===== config.mk =====
export PLATFORM = sky130hd
export DESIGN_NAME = cfdl_mac
export DESIGN_NICKNAME = d
export VERILOG_FILES = /design/src/hw/rtl/cfdl_pkg.sv /design/src/hw/rtl/cfdl_mac.sv
export SDC_FILE = /design/constraint.sdc
export NUM_CORES = 2
export LEC_CHECK = 0
export BUFFER_PORTS_ARGS = -buffer_cell sky130_fd_sc_hd__buf_4
export CORE_MARGIN = 3
export CORE_UTILIZATION = 45
export DETAILED_ROUTE_END_ITERATION = 10
export GPL_ROUTABILITY_DRIVEN = 1
export GPL_TIMING_DRIVEN = 0
export HOLD_SLACK_MARGIN = 0.03
export PLACE_DENSITY = 0.63
export SETUP_SLACK_MARGIN = 0.2
export SYNTH_ARGS = -nofsm -noshare
export SYNTH_HDL_FRONTEND = slang
export SYNTH_SLANG_ARGS = --single-unit

===== constraint.sdc =====
create_clock -name clock -period 18.8 [get_ports clock]
set_clock_uncertainty 0.05 [all_clocks]
set_input_delay 0.94 -clock clock [delete_from_list [all_inputs] [get_ports clock]]
set_output_delay 0.94 -clock clock [all_outputs]
set_load 0.05 [all_outputs]

===== src/hw/rtl/cfdl_pkg.sv =====
package cfdl_pkg;

   // sample store geometry
   localparam int STORE_AW    = 12;
   localparam int STORE_DEPTH = 1 << STORE_AW;
   localparam int OCC_W       = STORE_AW + 1;

   // field widths
   localparam int DELAY_W = 16;
   localparam int FRAC_W  = 8;
   localparam int FADE_W  = 17;
   localparam int REQ_W   = 24;
   localparam int SCALE_W = 16;
   localparam int COEF_W  = 17;
   localparam int PHASE_W = 3;

   // time_scale is Q4.12
   localparam int SCALE_SHIFT = 12;

   localparam int DEF_MAX_DELAY    = 4094;
   localparam int DEF_SAMPLE_WIDTH = 24;

   // configuration port
   localparam int CSR_IW = 2;
   localparam int CSR_DW = 16;
   typedef logic [CSR_IW-1:0] csr_idx_type;
   localparam csr_idx_type REG_TIME_SCALE  = 2'd0;
   localparam csr_idx_type REG_INTERP_MODE = 2'd1;
   localparam csr_idx_type REG_XFADE_STEP  = 2'd2;

   localparam logic [SCALE_W-1:0] RST_TIME_SCALE  = 16'd4096;
   localparam logic               RST_INTERP_MODE = 1'b1;
   localparam logic [SCALE_W-1:0] RST_XFADE_STEP  = 16'd3277;

   typedef logic [PHASE_W-1:0] phase_type;
   localparam phase_type PH_NORMAL    = 3'd0;
   localparam phase_type PH_FILLING   = 3'd1;
   localparam phase_type PH_SHRINK    = 3'd2;
   localparam phase_type PH_GROWING   = 3'd3;
   localparam phase_type PH_GROW_FADE = 3'd4;

   localparam logic [COEF_W-1:0] FADE_UNITY = 17'h10000;
   localparam logic [FADE_W-1:0] FADE_SAT   = 17'h1FFFF;

   // control of the shared multiply-accumulate unit
   typedef struct packed {
      logic en;
      logic clear;
   } mac_ctl_type;

endpackage


===== src/hw/rtl/cfdl_mac.sv =====
module cfdl_mac #(
   parameter int AW    = 33,
   parameter int ACC_W = AW + cfdl_pkg::COEF_W + 1
) (
   input  logic                        clock,
   input  cfdl_pkg::mac_ctl_type       ctl,
   input  logic signed [AW-1:0]        a,
   input  logic [cfdl_pkg::COEF_W-1:0] b,
   output logic signed [ACC_W-1:0]     acc
);

   logic signed [ACC_W-1:0]                 acc_ff;
   logic signed [ACC_W-1:0]                 acc_in;
   logic signed [ACC_W-1:0]                 prod;
   logic signed [AW+cfdl_pkg::COEF_W:0]     mul;

   always_comb begin
      // full-width product before any resizing
      mul    = a * $signed({1'b0, b});
      prod   = ACC_W'(mul);
      acc_in = (ctl.clear ? '0 : acc_ff) + prod;
   end

   always_ff @(posedge clock) begin
      if (ctl.en) begin
         acc_ff <= acc_in;
      end
   end

   assign acc = acc_ff;

endmodule


# --- Word level (Yosys, flattened, before mapping) ---
# Index checks and enable logic that the tools add are counted.
classes:
  n_mul: 1
  n_mux: 1
  add_sub_neg: 1
ops:
  columns: ["operator", "n"]
  rows:
  - ["51-bit adder", 1]
  - ["33-bit by 18-bit multiplier with 51-bit output", 1]
  - ["51-bit 2-to-1 mux", 1]
totals:
  ff_bits: 51
  output_inout_bits: 51
  word_cells: 4

# --- Logic depth before layout (Yosys ltp) ---
logic_depth:
  depth_word: 2
  ltp_mapped: 25

# --- Worst setup path after synthesis ---
# Ideal clock, no wire load.
synth_timing:
  path_type: "input to register"
  startpoint: "input a[32]"
  endpoint: "register acc_ff[48] (netlist: acc[48]) (data pin)"
  setup_time_ps: 269
  setup_slack_ps: 11634
  n_path_buf: 2
  t_arrival_ps: 6847
  required_ps: 18481
  stages: 21
  cell_sequence: "clkbuf_1 clkbuf_1 nand2_1 fa_1 fa_1 inv_1 fa_1 fa_1 fa_1 inv_1 fa_1 inv_1 ha_1 nand4_1 inv_1 nand3_1 or3_1 or3_1 and2_1 o21ai_1 o211ai_1"
synth_via:
  elab_chain_cells: 2
synth_lines:
  columns: ["element", "line_no", "source"]
  rows:
  - ["start: declaration", "cfdl_mac.sv:7", "input logic signed [AW-1:0] a,"]
  - ["33-bit by 18-bit multiplier with 51-bit output", "cfdl_mac.sv:19", "mul = a * $signed({1'b0, b});"]
  - ["51-bit adder", "cfdl_mac.sv:21", "acc_in = (ctl.clear ? '0 : acc_ff) + prod;"]
  - ["via acc_in[48]", "cfdl_mac.sv:13", "logic signed [ACC_W-1:0] acc_in;"]
  - ["end signal: assignment", "cfdl_mac.sv:26", "acc_ff <= acc_in;"]
  - ["end: declaration", "cfdl_mac.sv:12", "logic signed [ACC_W-1:0] acc_ff;"]
# The timed path passes the listed nets, and every way through them passes these cells.
# A chain may end at the register's enable or synchronous reset.

# --- Worst setup path after layout ---
layout_timing:
  startpoint: "input a[32]"
  endpoint: "register acc_ff[50] (netlist: acc[50]) (data pin)"
# Same word-level chain as after synthesis.

==> impl_metrics.tcl <==
set metrics [dict create \
    io_buffers 102 \
    worst-path-max-fanout 13 \
    synthCells 2506 \
    r2r_start "acc[16]" \
    post_cts_resized 0 \
    worstPathRequired_ns 18.84 \
    die-area_um2 54120 \
    async_flop_share 0 \
    setup_violations 0 \
    r2r_end "acc[50]" \
    die_x_um 232.6 \
    synthTopCellsByArea "fa_1 50%, inv_1 12%, and2_1 8.4%" \
    endpoint_kind "flop" \
    slowest_stage "a2111oi_0" \
    drtAntennaViolNets 0 \
    finalHoldViolCount 0 \
    max_stage_delay_ns 1.24 \
    synth_common_cells "721 x inv_1, 583 x fa_1, 309 x and2_1, 287 x nand2_1, 130 x ha_1" \
    tritoncts "yes" \
    area_growth_pct 7.736 \
    fmax_mhz 113.1 \
    numClockSinks 51 \
    track_usage 0.2664 \
    avgSynthCellArea_um2 9.223 \
    grt_pass1_vias 18710 \
    grt_use_met3 0.05252 \
    holdPathStages 2 \
    cts_setup_buffers 0 \
    layout-drive-gt1-share 0.04549 \
    min_to "acc[0]" \
    place_area_um2 24730 \
    hold_start "acc[0]" \
    drt-wirelength-per-cell_um 20.87 \
    path_class "in2reg" \
    dr.pass1.iters 5 \
    synth_top_area_share 0.5050 \
    yosysSeqAreaShare 0.06626 \
    grt_max_degree 52 \
    rsz0062_at_grt "no" \
    status "complete, but fails checks" \
    grtUsageMet1 0.3279 \
    max_cap_violations 1 \
    dpl.hpwl_um 58970 \
    crit_chain "clkbuf_1 > clkbuf_1 > nand2_1 > fa_1 > fa_1 > inv_1 > fa_1 > fa_1 > fa_1 > inv_1 > fa_1 > inv_1 > ha_1 > nand4_1 > inv_1 > nand3_1 > nor3_1 > a2111oi_0 > and2_1 > o21ai_1 > o311a_1" \
    critPathLaunchType "input pin" \
    ys_types 48 \
    cts_hold_buf 0 \
    htreeDepth 2 \
    arrival_ns 8.89 \
    antenna_found_initial 6 \
    cts_buffer_depth 2 \
    syn_area_um2 23110 \
    yosysTopAreaCell "fa_1" \
    final_area_um2 24900 \
    clockRootBuffer "clkbuf_16" \
    drt_wl_total_um 68660 \
    timing.setup.tns_ns 0 \
    grt_pass1_wl_um 107600 \
    num_vias 16900 \
    largest_reg_flops 51 \
    clock_latency_ns 0.34 \
    core-area_um2 50480 \
    synth_most_common_cell "inv_1" \
    multi_input_area_um2 18520 \
    drtIter0Drc 938 \
    synth_top_flop_cell "edfxtp_1" \
    use_met2 0.4565 \
    fillers 4846 \
    violations "max-capacitance violations, max-slew violations" \
    r2r_setup_slack_ns 12.19 \
    syn_nets 3272 \
    regArea_um2 1531 \
    synth_edf_count 51 \
    place.gp.congestion 0.9592 \
    ys_seq_elements 51 \
    fin_crit_ns 8.844 \
    clk_pin_slew_ns 0.08 \
    start_util 0.4579 \
    cts_made_buffers 5 \
    drv_slew 3 \
    die_h_um 232.6 \
    slew_headroom -0.03152 \
    reg2regPathDepth 19 \
    route.detailed.drc 0 \
    viasPerCell 5.136 \
    fin_nets 3381 \
    busiest_layer "met2" \
    crit_top_cell "fa_1" \
    hp-class "reg2reg" \
    grt-ovfl-total 0 \
    fin_crit_sh 0.4704 \
    yosysWarnings 0 \
    num_rows 82 \
    io_pins 104 \
    max_slew.worst_pin.slew_ns 1.508 \
]
[area by class of cell]
cell class	instances	area share
multi-input cells	1636	0.7435
inverters	721	0.1087
well taps	672	0.03377
clock inverters	3	0.001759
plain buffers	98	0.01477
clock buffers	5	0.005025
flip-flops and latches	51	0.06150
diodes	2	0.0002010
repair buffers	102	0.03075
[cell usage in the layout (no fill, tap or decap), types with 18 or more instances in the layout]
master and count:
a21o_1 29, a21oi_1 47, and2_1 309, buf_4 102
clkbuf_1 98, edfxtp_1 51, fa_1 583, ha_1 130
inv_1 721, nand2_1 287, nand2b_1 38, nor2_1 23
nor2b_1 21, xnor2_1 36, xor2_1 18
[layer usage]
layer | vias up | share of wire
li1 | 7396 | -
met1 | 8721 | 0.38
met2 | 629 | 0.50
met3 | 147 | 0.074
met4 | 4 | 0.049
met5 | - | 0.00039
[metrics by stage]
| stage | cells | setup WS, ns | util | hold WS [ns] |
|---|---|---|---|---|
| 6_report | 3290 | 9.956 | 0.4933 | 0.7111 |
| 5_1_grt | 3288 | 9.812 | 0.4932 | 0.7509 |
| 4_1_cts | 3288 | 10.04 | 0.4932 | 0.7234 |
| 3_5_place_dp | 3280 | 9.702 | 0.4899 | 0.6962 |
| 3_3_place_gp | 3280 | 9.478 | 0.4897 | 0.6869 |
| 2_1_floorplan | 2506 | 11.63 | - | 0.9744 |
[how the worst max path moves through the flow]
stage | from | to | slack, ns
5_1_grt | a[32] | acc[50] | 9.81
2_1_floorplan | a[32] | acc[48] | 11.63
3_3_place_gp | b[1] | acc[47] | 9.48
4_1_cts | a[32] | acc[50] | 10.04
3_5_place_dp | a[32] | acc[50] | 9.70
6_report | a[32] | acc[50] | 9.96
[worst max-delay path: cells and delay by family]
kind / cells / cell delay [ns]
simple gates: 5 / 0.95
buf+inv: 6 / 1.61
fa+ha+maj: 7 / 3.60
compound gates: 3 / 1.78
[cell families after synthesis]
family,after synthesis,synth area share
buffers and inverters,819,0.1330
flip-flops,51,0.06626
AND/OR/NAND/NOR,719,0.1608
adder cells (fa/ha/maj),713,0.5753
AO/OA/AOI/OAI,150,0.04417
XOR/XNOR,54,0.02046
Power is left out: the tool's default activity adds up to more than one toggle a clock period on the data nets, which glitch-free logic cannot reach.
